$ cat src/design/wpagc_pkg.sv
// ----------------------------------------------------------------------------
// wpagc_pkg: shared types and constants of the windowed power AGC
// Field widths, step counts, register indexes, the sequencer states and the
// saturation helper used when the scaled sample is written out.
// ----------------------------------------------------------------------------
package wpagc_pkg;

  localparam int unsigned WindowLog2Def = 6;
  localparam int unsigned SampleW       = 16;
  localparam int unsigned PowerW        = 32;
  localparam int unsigned NormW         = 16;
  localparam int unsigned AmpW          = PowerW / 2;
  localparam int unsigned FracW         = 8;
  localparam int unsigned QuoW          = PowerW - FracW;
  localparam int unsigned AddrW         = 3;
  localparam int unsigned DataW         = 32;
  localparam int unsigned CntW          = 5;

  localparam int unsigned SqSteps   = SampleW;
  localparam int unsigned RootSteps = AmpW;
  localparam int unsigned DivSteps  = QuoW;

  localparam logic [NormW-1:0]     NormReset  = 16'd256;
  localparam logic [AddrW-1:2]     RegNormAmp = 1'b0;

  typedef enum logic [2:0] {
    ST_IDLE,
    ST_SQUARE,
    ST_UPDATE,
    ST_SQRT,
    ST_DIV,
    ST_DONE
  } state_e;

  typedef struct packed {
    logic load;
    logic step;
  } div_ctrl_t;

  function automatic logic signed [SampleW-1:0] sat_scale(input logic neg,
                                                          input logic [QuoW-1:0] q);
    logic signed [SampleW-1:0] res;
    if (neg) begin
      if (q > QuoW'(32768)) begin
        res = 16'sh8000;
      end else begin
        res = SampleW'(~q + QuoW'(1));
      end
    end else begin
      if (q > QuoW'(32767)) begin
        res = 16'sh7fff;
      end else begin
        res = q[SampleW-1:0];
      end
    end
    return res;
  endfunction

endpackage

$ cat src/design/wpagc_if.sv
// ----------------------------------------------------------------------------
// wpagc_if: item channels of the windowed power AGC
// One channel carries the input samples, the other the normalized results.
// ----------------------------------------------------------------------------
interface wpagc_in_if;
  logic                                  valid;
  logic                                  ready;
  logic signed [wpagc_pkg::SampleW-1:0]  sample_re;
  logic signed [wpagc_pkg::SampleW-1:0]  sample_im;

  modport source (output valid, output sample_re, output sample_im, input ready);
  modport sink   (input valid, input sample_re, input sample_im, output ready);
endinterface

interface wpagc_out_if;
  logic                                  valid;
  logic                                  ready;
  logic signed [wpagc_pkg::SampleW-1:0]  result_re;
  logic signed [wpagc_pkg::SampleW-1:0]  result_im;
  logic                                  adjusted;
  logic                                  zero_power;

  modport source (output valid, output result_re, output result_im, output adjusted,
                  output zero_power, input ready);
  modport sink   (input valid, input result_re, input result_im, input adjusted,
                  input zero_power, output ready);
endinterface

$ cat src/design/wpagc_div.sv
// ----------------------------------------------------------------------------
// wpagc_div: bit-serial restoring divider lane
// Shifts one numerator bit into the partial remainder per step and shifts
// one quotient bit in behind it; after NUM_W steps the quotient is complete.
// ----------------------------------------------------------------------------
module wpagc_div #(
  parameter int unsigned NUM_W = wpagc_pkg::QuoW,
  parameter int unsigned DEN_W = wpagc_pkg::AmpW
) (
  input  logic                  clk_i,
  input  wpagc_pkg::div_ctrl_t  ctrl_i,
  input  logic [NUM_W-1:0]      num_i,
  input  logic [DEN_W-1:0]      den_i,
  output logic [NUM_W-1:0]      quo_o
);

  logic [NUM_W-1:0] num_q;
  logic [DEN_W-1:0] rem_q;
  logic [DEN_W:0]   trial;
  logic             ge;

  always_comb begin
    trial = {rem_q, num_q[NUM_W-1]};
    ge    = trial >= (DEN_W+1)'(den_i);
  end

  always_ff @(posedge clk_i) begin
    if (ctrl_i.load) begin
      num_q <= num_i;
      rem_q <= '0;
    end else if (ctrl_i.step) begin
      rem_q <= ge ? DEN_W'(trial - (DEN_W+1)'(den_i)) : trial[DEN_W-1:0];
      num_q <= {num_q[NUM_W-2:0], ge};
    end
  end

  assign quo_o = num_q;

endmodule

$ cat src/design/windowed_power_agc.sv
// Windowed power AGC: each item is one complex sample, and each item gives
// exactly one result. The block keeps the powers of the last 2^WINDOW_LOG2
// samples in a ring memory and a running sum of them. Until the window has
// filled, samples pass through unchanged with adjusted low; after that both
// parts are scaled by norm_amplitude / sqrt(mean power), where norm_amplitude
// has 8 fractional bits, then truncated toward zero and saturated. Everything
// runs bit-serially through one sequencer: shift-add squaring (which also
// forms the gain products), the ring and sum update, a two-bits-per-step
// square root and restoring division of both parts in parallel. The square
// root and division are skipped during window fill, and the division when
// the measured amplitude is zero. A new item is accepted only once the last
// is worked off; a result held on a stalled output stalls the next item
// in its done state. No clearing pass is needed after reset.
// ----------------------------------------------------------------------------
// windowed_power_agc: top level of the sliding window power AGC
// Sequencer, bit-serial squarer and multiplier, square root, ring memory,
// APB register and output register.
// ----------------------------------------------------------------------------
module windowed_power_agc #(
  parameter int unsigned WINDOW_LOG2 = wpagc_pkg::WindowLog2Def
) (
  input  logic                          clk_i,
  input  logic                          rst_ni,
  input  logic                          psel_i,
  input  logic                          penable_i,
  input  logic                          pwrite_i,
  input  logic [wpagc_pkg::AddrW-1:0]   paddr_i,
  input  logic [wpagc_pkg::DataW-1:0]   pwdata_i,
  output logic [wpagc_pkg::DataW-1:0]   prdata_o,
  output logic                          pready_o,
  wpagc_in_if.sink                      sample_i,
  wpagc_out_if.source                   result_o
);

  localparam int unsigned WinSize = 1 << WINDOW_LOG2;
  localparam int unsigned SumW    = WINDOW_LOG2 + wpagc_pkg::PowerW;
  localparam int unsigned PowerW  = wpagc_pkg::PowerW;
  localparam int unsigned SampleW = wpagc_pkg::SampleW;
  localparam int unsigned AmpW    = wpagc_pkg::AmpW;
  localparam int unsigned QuoW    = wpagc_pkg::QuoW;
  localparam int unsigned NormW   = wpagc_pkg::NormW;
  localparam int unsigned CntW    = wpagc_pkg::CntW;
  localparam int unsigned RemW    = AmpW + 1;

  wpagc_pkg::state_e     state_q, state_d;
  logic [CntW-1:0]       cnt_q, cnt_d;
  wpagc_pkg::div_ctrl_t  div_ctrl;
  logic                  in_ready, sq_step, upd, sqrt_step, sqrt_last, out_load;

  logic [NormW-1:0]      norm_q;
  logic                  cfg_hit;

  logic [PowerW-1:0]     ring_q [WinSize];
  logic [PowerW-1:0]     rd_q;
  logic [WINDOW_LOG2-1:0] ptr_q;
  logic [WINDOW_LOG2:0]  fill_q;
  logic [SumW-1:0]       sum_q, sum_d;
  logic                  full;

  logic signed [SampleW-1:0] re_q, im_q;
  logic [SampleW-1:0]    mag_re, mag_im;
  logic [SampleW-1:0]    mre_q, mim_q;
  logic [NormW-1:0]      nrm_q;
  logic [PowerW-1:0]     are_q, aim_q;
  logic [PowerW-1:0]     sq_acc_q, nre_q, nim_q;

  logic [PowerW-1:0]     sx_q;
  logic [RemW-1:0]       srem_q;
  logic [AmpW-1:0]       root_q, root_d;
  logic [RemW+1:0]       sr_trial, sr_rem;
  logic                  sr_ge;

  logic                  adj_q, zp_q;
  logic [QuoW-1:0]       quo_re, quo_im;

  logic                  out_valid_q;
  logic signed [SampleW-1:0] out_re_q, out_im_q;
  logic                  out_adj_q, out_zp_q;

  // Configuration port.
  assign cfg_hit  = paddr_i[wpagc_pkg::AddrW-1:2] == wpagc_pkg::RegNormAmp;
  assign pready_o = 1'b1;
  assign prdata_o = cfg_hit ? wpagc_pkg::DataW'(norm_q) : '0;

  always_ff @(posedge clk_i or negedge rst_ni) begin
    if (!rst_ni) begin
      norm_q <= wpagc_pkg::NormReset;
    end else if (psel_i && penable_i && pwrite_i && cfg_hit) begin
      norm_q <= pwdata_i[NormW-1:0];
    end
  end

  // Sequencer.
  always_ff @(posedge clk_i or negedge rst_ni) begin
    if (!rst_ni) begin
      state_q <= wpagc_pkg::ST_IDLE;
      cnt_q   <= '0;
    end else begin
      state_q <= state_d;
      cnt_q   <= cnt_d;
    end
  end

  always_comb begin
    state_d   = state_q;
    cnt_d     = cnt_q;
    div_ctrl  = '0;
    in_ready  = 1'b0;
    sq_step   = 1'b0;
    upd       = 1'b0;
    sqrt_step = 1'b0;
    sqrt_last = 1'b0;
    out_load  = 1'b0;
    unique case (state_q)
      wpagc_pkg::ST_IDLE: begin
        in_ready = 1'b1;
        cnt_d    = '0;
        if (sample_i.valid) begin
          state_d = wpagc_pkg::ST_SQUARE;
        end
      end
      wpagc_pkg::ST_SQUARE: begin
        sq_step = 1'b1;
        cnt_d   = cnt_q + CntW'(1);
        if (cnt_q == CntW'(wpagc_pkg::SqSteps - 1)) begin
          state_d = wpagc_pkg::ST_UPDATE;
        end
      end
      wpagc_pkg::ST_UPDATE: begin
        upd     = 1'b1;
        cnt_d   = '0;
        state_d = full ? wpagc_pkg::ST_SQRT : wpagc_pkg::ST_DONE;
      end
      wpagc_pkg::ST_SQRT: begin
        sqrt_step = 1'b1;
        cnt_d     = cnt_q + CntW'(1);
        if (cnt_q == CntW'(wpagc_pkg::RootSteps - 1)) begin
          sqrt_last     = 1'b1;
          div_ctrl.load = 1'b1;
          cnt_d         = '0;
          state_d       = (root_d == '0) ? wpagc_pkg::ST_DONE : wpagc_pkg::ST_DIV;
        end
      end
      wpagc_pkg::ST_DIV: begin
        div_ctrl.step = 1'b1;
        cnt_d         = cnt_q + CntW'(1);
        if (cnt_q == CntW'(wpagc_pkg::DivSteps - 1)) begin
          state_d = wpagc_pkg::ST_DONE;
        end
      end
      wpagc_pkg::ST_DONE: begin
        if (!out_valid_q || result_o.ready) begin
          out_load = 1'b1;
          state_d  = wpagc_pkg::ST_IDLE;
        end
      end
      default: begin
        state_d = wpagc_pkg::ST_IDLE;
      end
    endcase
  end

  assign sample_i.ready = in_ready;

  // Squarer and gain multiplier, one multiplier bit per cycle.
  assign mag_re = sample_i.sample_re[SampleW-1] ? SampleW'(-sample_i.sample_re)
                                                : SampleW'(sample_i.sample_re);
  assign mag_im = sample_i.sample_im[SampleW-1] ? SampleW'(-sample_i.sample_im)
                                                : SampleW'(sample_i.sample_im);

  always_ff @(posedge clk_i) begin
    if (in_ready && sample_i.valid) begin
      re_q     <= sample_i.sample_re;
      im_q     <= sample_i.sample_im;
      mre_q    <= mag_re;
      mim_q    <= mag_im;
      are_q    <= PowerW'(mag_re);
      aim_q    <= PowerW'(mag_im);
      nrm_q    <= norm_q;
      sq_acc_q <= '0;
      nre_q    <= '0;
      nim_q    <= '0;
    end else if (sq_step) begin
      sq_acc_q <= sq_acc_q + (mre_q[0] ? are_q : '0) + (mim_q[0] ? aim_q : '0);
      nre_q    <= nre_q + (nrm_q[0] ? are_q : '0);
      nim_q    <= nim_q + (nrm_q[0] ? aim_q : '0);
      mre_q    <= mre_q >> 1;
      mim_q    <= mim_q >> 1;
      nrm_q    <= nrm_q >> 1;
      are_q    <= are_q << 1;
      aim_q    <= aim_q << 1;
    end
  end

  // Power ring and running sum. Entries not yet written count as zero.
  always_ff @(posedge clk_i) begin
    if (in_ready && sample_i.valid) begin
      rd_q <= ring_q[ptr_q];
    end
    if (upd) begin
      ring_q[ptr_q] <= sq_acc_q;
    end
  end

  assign full  = fill_q[WINDOW_LOG2];
  assign sum_d = sum_q - (full ? SumW'(rd_q) : '0) + SumW'(sq_acc_q);

  always_ff @(posedge clk_i or negedge rst_ni) begin
    if (!rst_ni) begin
      ptr_q  <= '0;
      fill_q <= '0;
      sum_q  <= '0;
    end else if (upd) begin
      ptr_q <= ptr_q + WINDOW_LOG2'(1);
      sum_q <= sum_d;
      if (!full) begin
        fill_q <= fill_q + (WINDOW_LOG2+1)'(1);
      end
    end
  end

  // Square root of the mean power, two radicand bits per cycle.
  always_comb begin
    sr_rem   = {srem_q, sx_q[PowerW-1:PowerW-2]};
    sr_trial = (RemW+2)'({root_q, 2'b01});
    sr_ge    = sr_rem >= sr_trial;
    root_d   = {root_q[AmpW-2:0], sr_ge};
  end

  always_ff @(posedge clk_i) begin
    if (upd) begin
      sx_q   <= sum_d[SumW-1:WINDOW_LOG2];
      srem_q <= '0;
      root_q <= '0;
      adj_q  <= full;
      zp_q   <= 1'b0;
    end else if (sqrt_step) begin
      sx_q   <= sx_q << 2;
      srem_q <= sr_ge ? RemW'(sr_rem - sr_trial) : sr_rem[RemW-1:0];
      root_q <= root_d;
      if (sqrt_last) begin
        zp_q <= root_d == '0;
      end
    end
  end

  // Quotients of both parts against the amplitude.
  wpagc_div #(
    .NUM_W (QuoW),
    .DEN_W (AmpW)
  ) u_div_re (
    .clk_i  (clk_i),
    .ctrl_i (div_ctrl),
    .num_i  (nre_q[PowerW-1:wpagc_pkg::FracW]),
    .den_i  (root_q),
    .quo_o  (quo_re)
  );

  wpagc_div #(
    .NUM_W (QuoW),
    .DEN_W (AmpW)
  ) u_div_im (
    .clk_i  (clk_i),
    .ctrl_i (div_ctrl),
    .num_i  (nim_q[PowerW-1:wpagc_pkg::FracW]),
    .den_i  (root_q),
    .quo_o  (quo_im)
  );

  // Output register.
  always_ff @(posedge clk_i or negedge rst_ni) begin
    if (!rst_ni) begin
      out_valid_q <= 1'b0;
    end else if (out_load) begin
      out_valid_q <= 1'b1;
    end else if (result_o.ready) begin
      out_valid_q <= 1'b0;
    end
  end

  always_ff @(posedge clk_i) begin
    if (out_load) begin
      out_adj_q <= adj_q;
      out_zp_q  <= zp_q;
      if (!adj_q) begin
        out_re_q <= re_q;
        out_im_q <= im_q;
      end else if (zp_q) begin
        out_re_q <= '0;
        out_im_q <= '0;
      end else begin
        out_re_q <= wpagc_pkg::sat_scale(re_q[SampleW-1], quo_re);
        out_im_q <= wpagc_pkg::sat_scale(im_q[SampleW-1], quo_im);
      end
    end
  end

  assign result_o.valid      = out_valid_q;
  assign result_o.result_re  = out_re_q;
  assign result_o.result_im  = out_im_q;
  assign result_o.adjusted   = out_adj_q;
  assign result_o.zero_power = out_zp_q;

endmodule

$ cat src/flat_wrapper.sv
// flat-port wrapper written by rule: the top's interface ports become plain ports
module windowed_power_agc_flat 
#(
  parameter int unsigned WINDOW_LOG2 = wpagc_pkg::WindowLog2Def
)
  (clk_i, rst_ni, psel_i, penable_i, pwrite_i, paddr_i, pwdata_i, prdata_o, pready_o, sample_i_valid, sample_i_sample_re, sample_i_sample_im, sample_i_ready, result_o_valid, result_o_result_re, result_o_result_im, result_o_adjusted, result_o_zero_power, result_o_ready);
  wpagc_in_if sample_i_i ();
  wpagc_out_if result_o_i ();
  input  logic clk_i;
  input  logic rst_ni;
  input  logic psel_i;
  input  logic penable_i;
  input  logic pwrite_i;
  input  logic [wpagc_pkg::AddrW-1:0] paddr_i;
  input  logic [wpagc_pkg::DataW-1:0] pwdata_i;
  output logic [wpagc_pkg::DataW-1:0] prdata_o;
  output logic pready_o;
  input wire logic [$bits(sample_i_i.valid)-1:0] sample_i_valid;
  input wire logic [$bits(sample_i_i.sample_re)-1:0] sample_i_sample_re;
  input wire logic [$bits(sample_i_i.sample_im)-1:0] sample_i_sample_im;
  output wire logic [$bits(sample_i_i.ready)-1:0] sample_i_ready;
  output wire logic [$bits(result_o_i.valid)-1:0] result_o_valid;
  output wire logic [$bits(result_o_i.result_re)-1:0] result_o_result_re;
  output wire logic [$bits(result_o_i.result_im)-1:0] result_o_result_im;
  output wire logic [$bits(result_o_i.adjusted)-1:0] result_o_adjusted;
  output wire logic [$bits(result_o_i.zero_power)-1:0] result_o_zero_power;
  input wire logic [$bits(result_o_i.ready)-1:0] result_o_ready;
  assign sample_i_i.valid = sample_i_valid;
  assign sample_i_i.sample_re = sample_i_sample_re;
  assign sample_i_i.sample_im = sample_i_sample_im;
  assign sample_i_ready = sample_i_i.ready;
  assign result_o_valid = result_o_i.valid;
  assign result_o_result_re = result_o_i.result_re;
  assign result_o_result_im = result_o_i.result_im;
  assign result_o_adjusted = result_o_i.adjusted;
  assign result_o_zero_power = result_o_i.zero_power;
  assign result_o_i.ready = result_o_ready;
  windowed_power_agc #(.WINDOW_LOG2(WINDOW_LOG2)) u_core (.clk_i(clk_i), .rst_ni(rst_ni), .psel_i(psel_i), .penable_i(penable_i), .pwrite_i(pwrite_i), .paddr_i(paddr_i), .pwdata_i(pwdata_i), .prdata_o(prdata_o), .pready_o(pready_o), .sample_i(sample_i_i), .result_o(result_o_i));
endmodule
$ cat config.mk
export PLATFORM = sky130hd
export DESIGN_NAME = windowed_power_agc_flat
export DESIGN_NICKNAME = d
export VERILOG_FILES = /design/src/design/wpagc_pkg.sv /design/src/design/wpagc_if.sv /design/src/design/wpagc_div.sv /design/src/design/windowed_power_agc.sv /design/src/flat_wrapper.sv
export SDC_FILE = /design/constraint.sdc
export NUM_CORES = 2
export LEC_CHECK = 0
export BUFFER_PORTS_ARGS = -buffer_cell sky130_fd_sc_hd__buf_4
export CORE_UTILIZATION = 55
export CTS_CLUSTER_DIAMETER = 150
export CTS_CLUSTER_SIZE = 8
export DETAILED_ROUTE_END_ITERATION = 10
export MAX_ROUTING_LAYER = met4
export PLACE_DENSITY = 0.74
export SLEW_MARGIN = 15
export SYNTH_ARGS = -nofsm -noshare
export SYNTH_HDL_FRONTEND = slang
export SYNTH_SLANG_ARGS = --single-unit
$ cat constraint.sdc
create_clock -name clk_i -period 4.3 [get_ports clk_i]
set_input_delay 1.075 -clock clk_i [delete_from_list [all_inputs] [get_ports clk_i]]
set_output_delay 1.075 -clock clk_i [all_outputs]
set_load 0.05 [all_outputs]
==> metrics.md <==
| Metric | Value |
|---|---|
| Boundary Pins | 143 |
| Final setup skew | 0.123 ns |
| Critical path type | reg2reg |
| Post-synthesis cell count | 7442 |
| Number of max-cap violations | 0 |
| Share of the synthesized area in the top cell type | 65.3% |
| DR DRC count | 0 |
| Endpoint type of the worst setup path | register |
| Number of buffers inserted during clock tree synthesis | 372 |
| Global route overflow | 0 |
| DIE HEIGHT | 441 µm |
| Synth async-reset ratio | 2.95% |
| First-pass iteration count of the detailed router | 10 |
| Core occupancy in the finished layout | 64.0% |
| Pwr per Cell Area | 757 nW/µm² |
| Leak Pwr | 42.3 nW |
| Wire length of the first global-routing pass | 441000 µm |
| Area of the placeable core | 191000 µm² |
| Total GRT Usage | 31.8% |
| Number of fill cells | 13300 |
| CP Launch Point | u_core.fill_q[6] |
| Total chip power | 92.5 mW |
| Vias per cell | 6.69 |
| Most instantiated cells after synthesis | sky130_fd_sc_hd__edfxtp_1, sky130_fd_sc_hd__a22oi_1, sky130_fd_sc_hd__nand2_1 |
| Clk_lat worst skew | 1.00 ns |
| Wirelength, routed | 305000 µm |
| Row cnt | 160 |
| Dpl hpwl | 178000 µm |
| Post-synthesis average cell area | 14.3 µm² |
| Routed length per instance | 29.2 µm |
| Prevailing post-synth register cell | sky130_fd_sc_hd__edfxtp_1 |
| Final count of negative-setup-slack endpoints | 0 |
| Worst reg2reg startpoint | u_core.fill_q[6] |
| Synth Cell Area | 106000 µm² |
| Clock Pin Slew Worst Setup and Hold Paths | 0.05 ns |
| Maximum root-to-sink buffer count | 4 |
| Status | finished, final reports clean |
| Count of routing violations after the opening detailed-route iteration | 9399 |
| Slowest cell on the critical path | sky130_fd_sc_hd__fa_1 |
| Top area cells in the synthesized netlist | sky130_fd_sc_hd__edfxtp_1, sky130_fd_sc_hd__a22oi_1, sky130_fd_sc_hd__dfxtp_1, sky130_fd_sc_hd__ha_1, sky130_fd_sc_hd__nand2_1 |
| Final GP Congestion | 0.909 |
| Die area | 195000 µm² |
| DRT antenna net count | 0 |
| Worst hold-check path type | in2async |
| Area growth, synth to finish | 15.1% |
| Portion of the post-synthesis area used by sequential elements | 70.7% |
| Crit share post-route | 95.9% |
| Layout cell share with drive strength beyond 1 | 13.2% |
| Number of nets in the final layout | 8167 |
| Worst Reg2Reg Path Length in Cells | 15 |
| Clock tree from TritonCTS | built |
| Number of synthesized register bits | 2577 |
| Required time reported for the critical path endpoint | 5.03 ns |
| Flop-to-flop setup slack | 0.18 ns |
| Number of buffers inserted for hold repair after clock tree synthesis | 0 |
| Cell with the most instances after synthesis | sky130_fd_sc_hd__edfxtp_1 |
| Arrival @ worst endpoint | 4.86 ns |
| Initial antenna violation count | 15 |
| TritonCTS Sinks | 2577 |
| Highest cell delay on the worst timing path | 0.53 ns |
| Type of origin of the critical path | register |
| Vias in the first global route | 67300 |
| Cell type contributing the most total cell area after synthesis | sky130_fd_sc_hd__edfxtp_1 |
| Largest fanout on the critical path | 11 |
| Peak supply drop | 0.611 mV |
| Number of warning messages in the yosys log | 0 |
| Reg-to-reg endpoint | u_core.sx_q[31] |
| Total number of H-tree levels | 5 |
| Die extent in x | 441 µm |
| Overall via count from detail_route | 69900 |
| Library cell appearing most often on the critical path | sky130_fd_sc_hd__a211oi_1 |
| WHS | 0.212 ns |
| Maximum number of pins on one net before global-route repair | 129 |
| Number of pins with negative max-slew slack in the final report | 0 |
| Final hold violations | 0 |
| End of the critical path | u_core.sx_q[31] |
| Slew at the pin closest to its max-slew limit | 1.30 ns |
| Clock root buffer | sky130_fd_sc_hd__clkbuf_16 |
| Number of enable-type register cells in the synthesized netlist | 2307 |
| Max Clock Freq | 243 MHz |
| Initial cell density of the core | 55.6% |
| Minimum period implied by the final worst setup slack | 4.12 ns |
| Port Buffers | 107 |
| Chain of cells forming the critical path | and2_1 -> fa_1 -> inv_1 -> ha_1 -> a211oi_1 -> o21ai_0 -> nand3_1 -> a211oi_1 -> buf_4 -> or3_1 -> a31o_2 -> a41oi_2 -> xnor2_1 -> nand2_1 -> o221ai_1 |
| Worst slew margin relative to its limit | 12.3% |
| Unique masters post-synth | 81 |
[where the power goes]
group / internal [mW] / switching (mW)
Sequential: 32.2 / 1.47
Clock: 15.5 / 10.0
Combinational: 11.5 / 21.8
[worst min path at each step]
stage | start | to | slack (ns) | depth (start not counted)
after global routing | rst_ni | u_core.norm_q[0] | 0.26 | 1
final | rst_ni | u_core.norm_q[1] | 0.21 | 1
after CTS | rst_ni | u_core.norm_q[0] | 0.21 | 1
after floorplan | u_core.fill_q[6] | u_core.adj_q | 0.42 | 0
after global placement | u_core.u_div_re.rem_q[15] | u_core.u_div_re.rem_q[15] | 0.44 | 2
after detailed placement | u_core.nim_q[5] | u_core.nim_q[5] | 0.45 | 2
[repair_timing]
| item | CTS | global route |
|---|---|---|
| setup buffers | 0 | 2 |
| resized for setup | 3 | 5 |
| endpoints found under the setup margin | 3 | 7 |
| gates cloned | 0 | 0 |
[per-layer routing]
layer	part of all wire [%]	up-vias	track usage (%)
met5	0	-	-
met4	5.6	0	15.6
met3	11	855	6.18
met2	46	4787	48.7
met1	37	34600	40.9
li1	-	29700	-
[flip-flops by register name (all words and copies together), names as in the netlist, 17 cells and up]
| register | flops |
|---|---|
| u_core.aim_q | 32 |
| u_core.nim_q | 32 |
| u_core.ring_q | 2048 |
| u_core.sx_q | 32 |
| u_core.nre_q | 32 |
| u_core.sum_q | 38 |
| u_core.are_q | 32 |
| u_core.sq_acc_q | 32 |
| u_core.u_div_im.quo_o | 24 |
| u_core.srem_q | 17 |
| u_core.u_div_re.quo_o | 24 |
| u_core.rd_q | 32 |
[placed cells by master, fill, tap and decap left out, types with 71 or more instances in the layout]
cell type / n
sky130_fd_sc_hd__nand3_1: 116
sky130_fd_sc_hd__a21o_1: 74
sky130_fd_sc_hd__clkbuf_1: 79
sky130_fd_sc_hd__o21ai_0: 252
sky130_fd_sc_hd__dfxtp_1: 162
sky130_fd_sc_hd__a21oi_1: 316
sky130_fd_sc_hd__a22o_1: 217
sky130_fd_sc_hd__buf_4: 379
sky130_fd_sc_hd__ha_1: 189
sky130_fd_sc_hd__a22oi_1: 600
sky130_fd_sc_hd__and2_1: 110
sky130_fd_sc_hd__a31oi_1: 217
sky130_fd_sc_hd__mux2_2: 71
sky130_fd_sc_hd__a221oi_1: 219
sky130_fd_sc_hd__nand2_1: 596
sky130_fd_sc_hd__xnor2_1: 95
sky130_fd_sc_hd__dfrtp_1: 74
sky130_fd_sc_hd__edfxtp_1: 2307
sky130_fd_sc_hd__clkbuf_16: 376
sky130_fd_sc_hd__inv_1: 302
sky130_fd_sc_hd__nor2_1: 166
[stage by stage]
step	setup slack, ns	std cells	cell area (µm²)	TNS, ns
finish	0.178	10500	122000	0
global route	-0.00302	10500	122000	-0.00302
CTS	0.0314	10400	122000	0
detailed placement	-0.157	9971	112000	-0.281
global placement	-0.136	9971	112000	-0.224
floorplan	0.00836	7457	106000	0
[critical path, delay by kind of cell (launching register included)]
family / cells / cell delay, ns
AO/OA/AOI/OAI: 6 / 1.42
AND/OR/NAND/NOR: 4 / 0.88
adder cells (fa/ha/maj): 2 / 0.81
flip-flops: 1 / 0.47
buffers and inverters: 2 / 0.22
XOR/XNOR: 1 / 0.19
[kinds of logic after synthesis]
group	after synthesis	synth area share, %
compound gates	2168	14.3
buf+inv	736	2.67
xor+xnor	165	1.36
mux	109	1.11
flops	2577	70.7
other cells	2	0.00708
fa+ha+maj	257	3.51
simple gates	1428	6.34
[layout make-up]
cell class                 count  area [µm²]  share of cell area (%)
antenna                       13        32.5                  0.0266
inverter                     308        1170                   0.956
sequential                  2577       75100                    61.5
multi-input combinational   4144       28900                    23.7
clock buffer                 455        9710                    7.95
tap                         2511        3140                    2.57
clock inverter                12         171                   0.140
timing repair buffer         433        3920                    3.21
(Power assumes the default switching activity.)
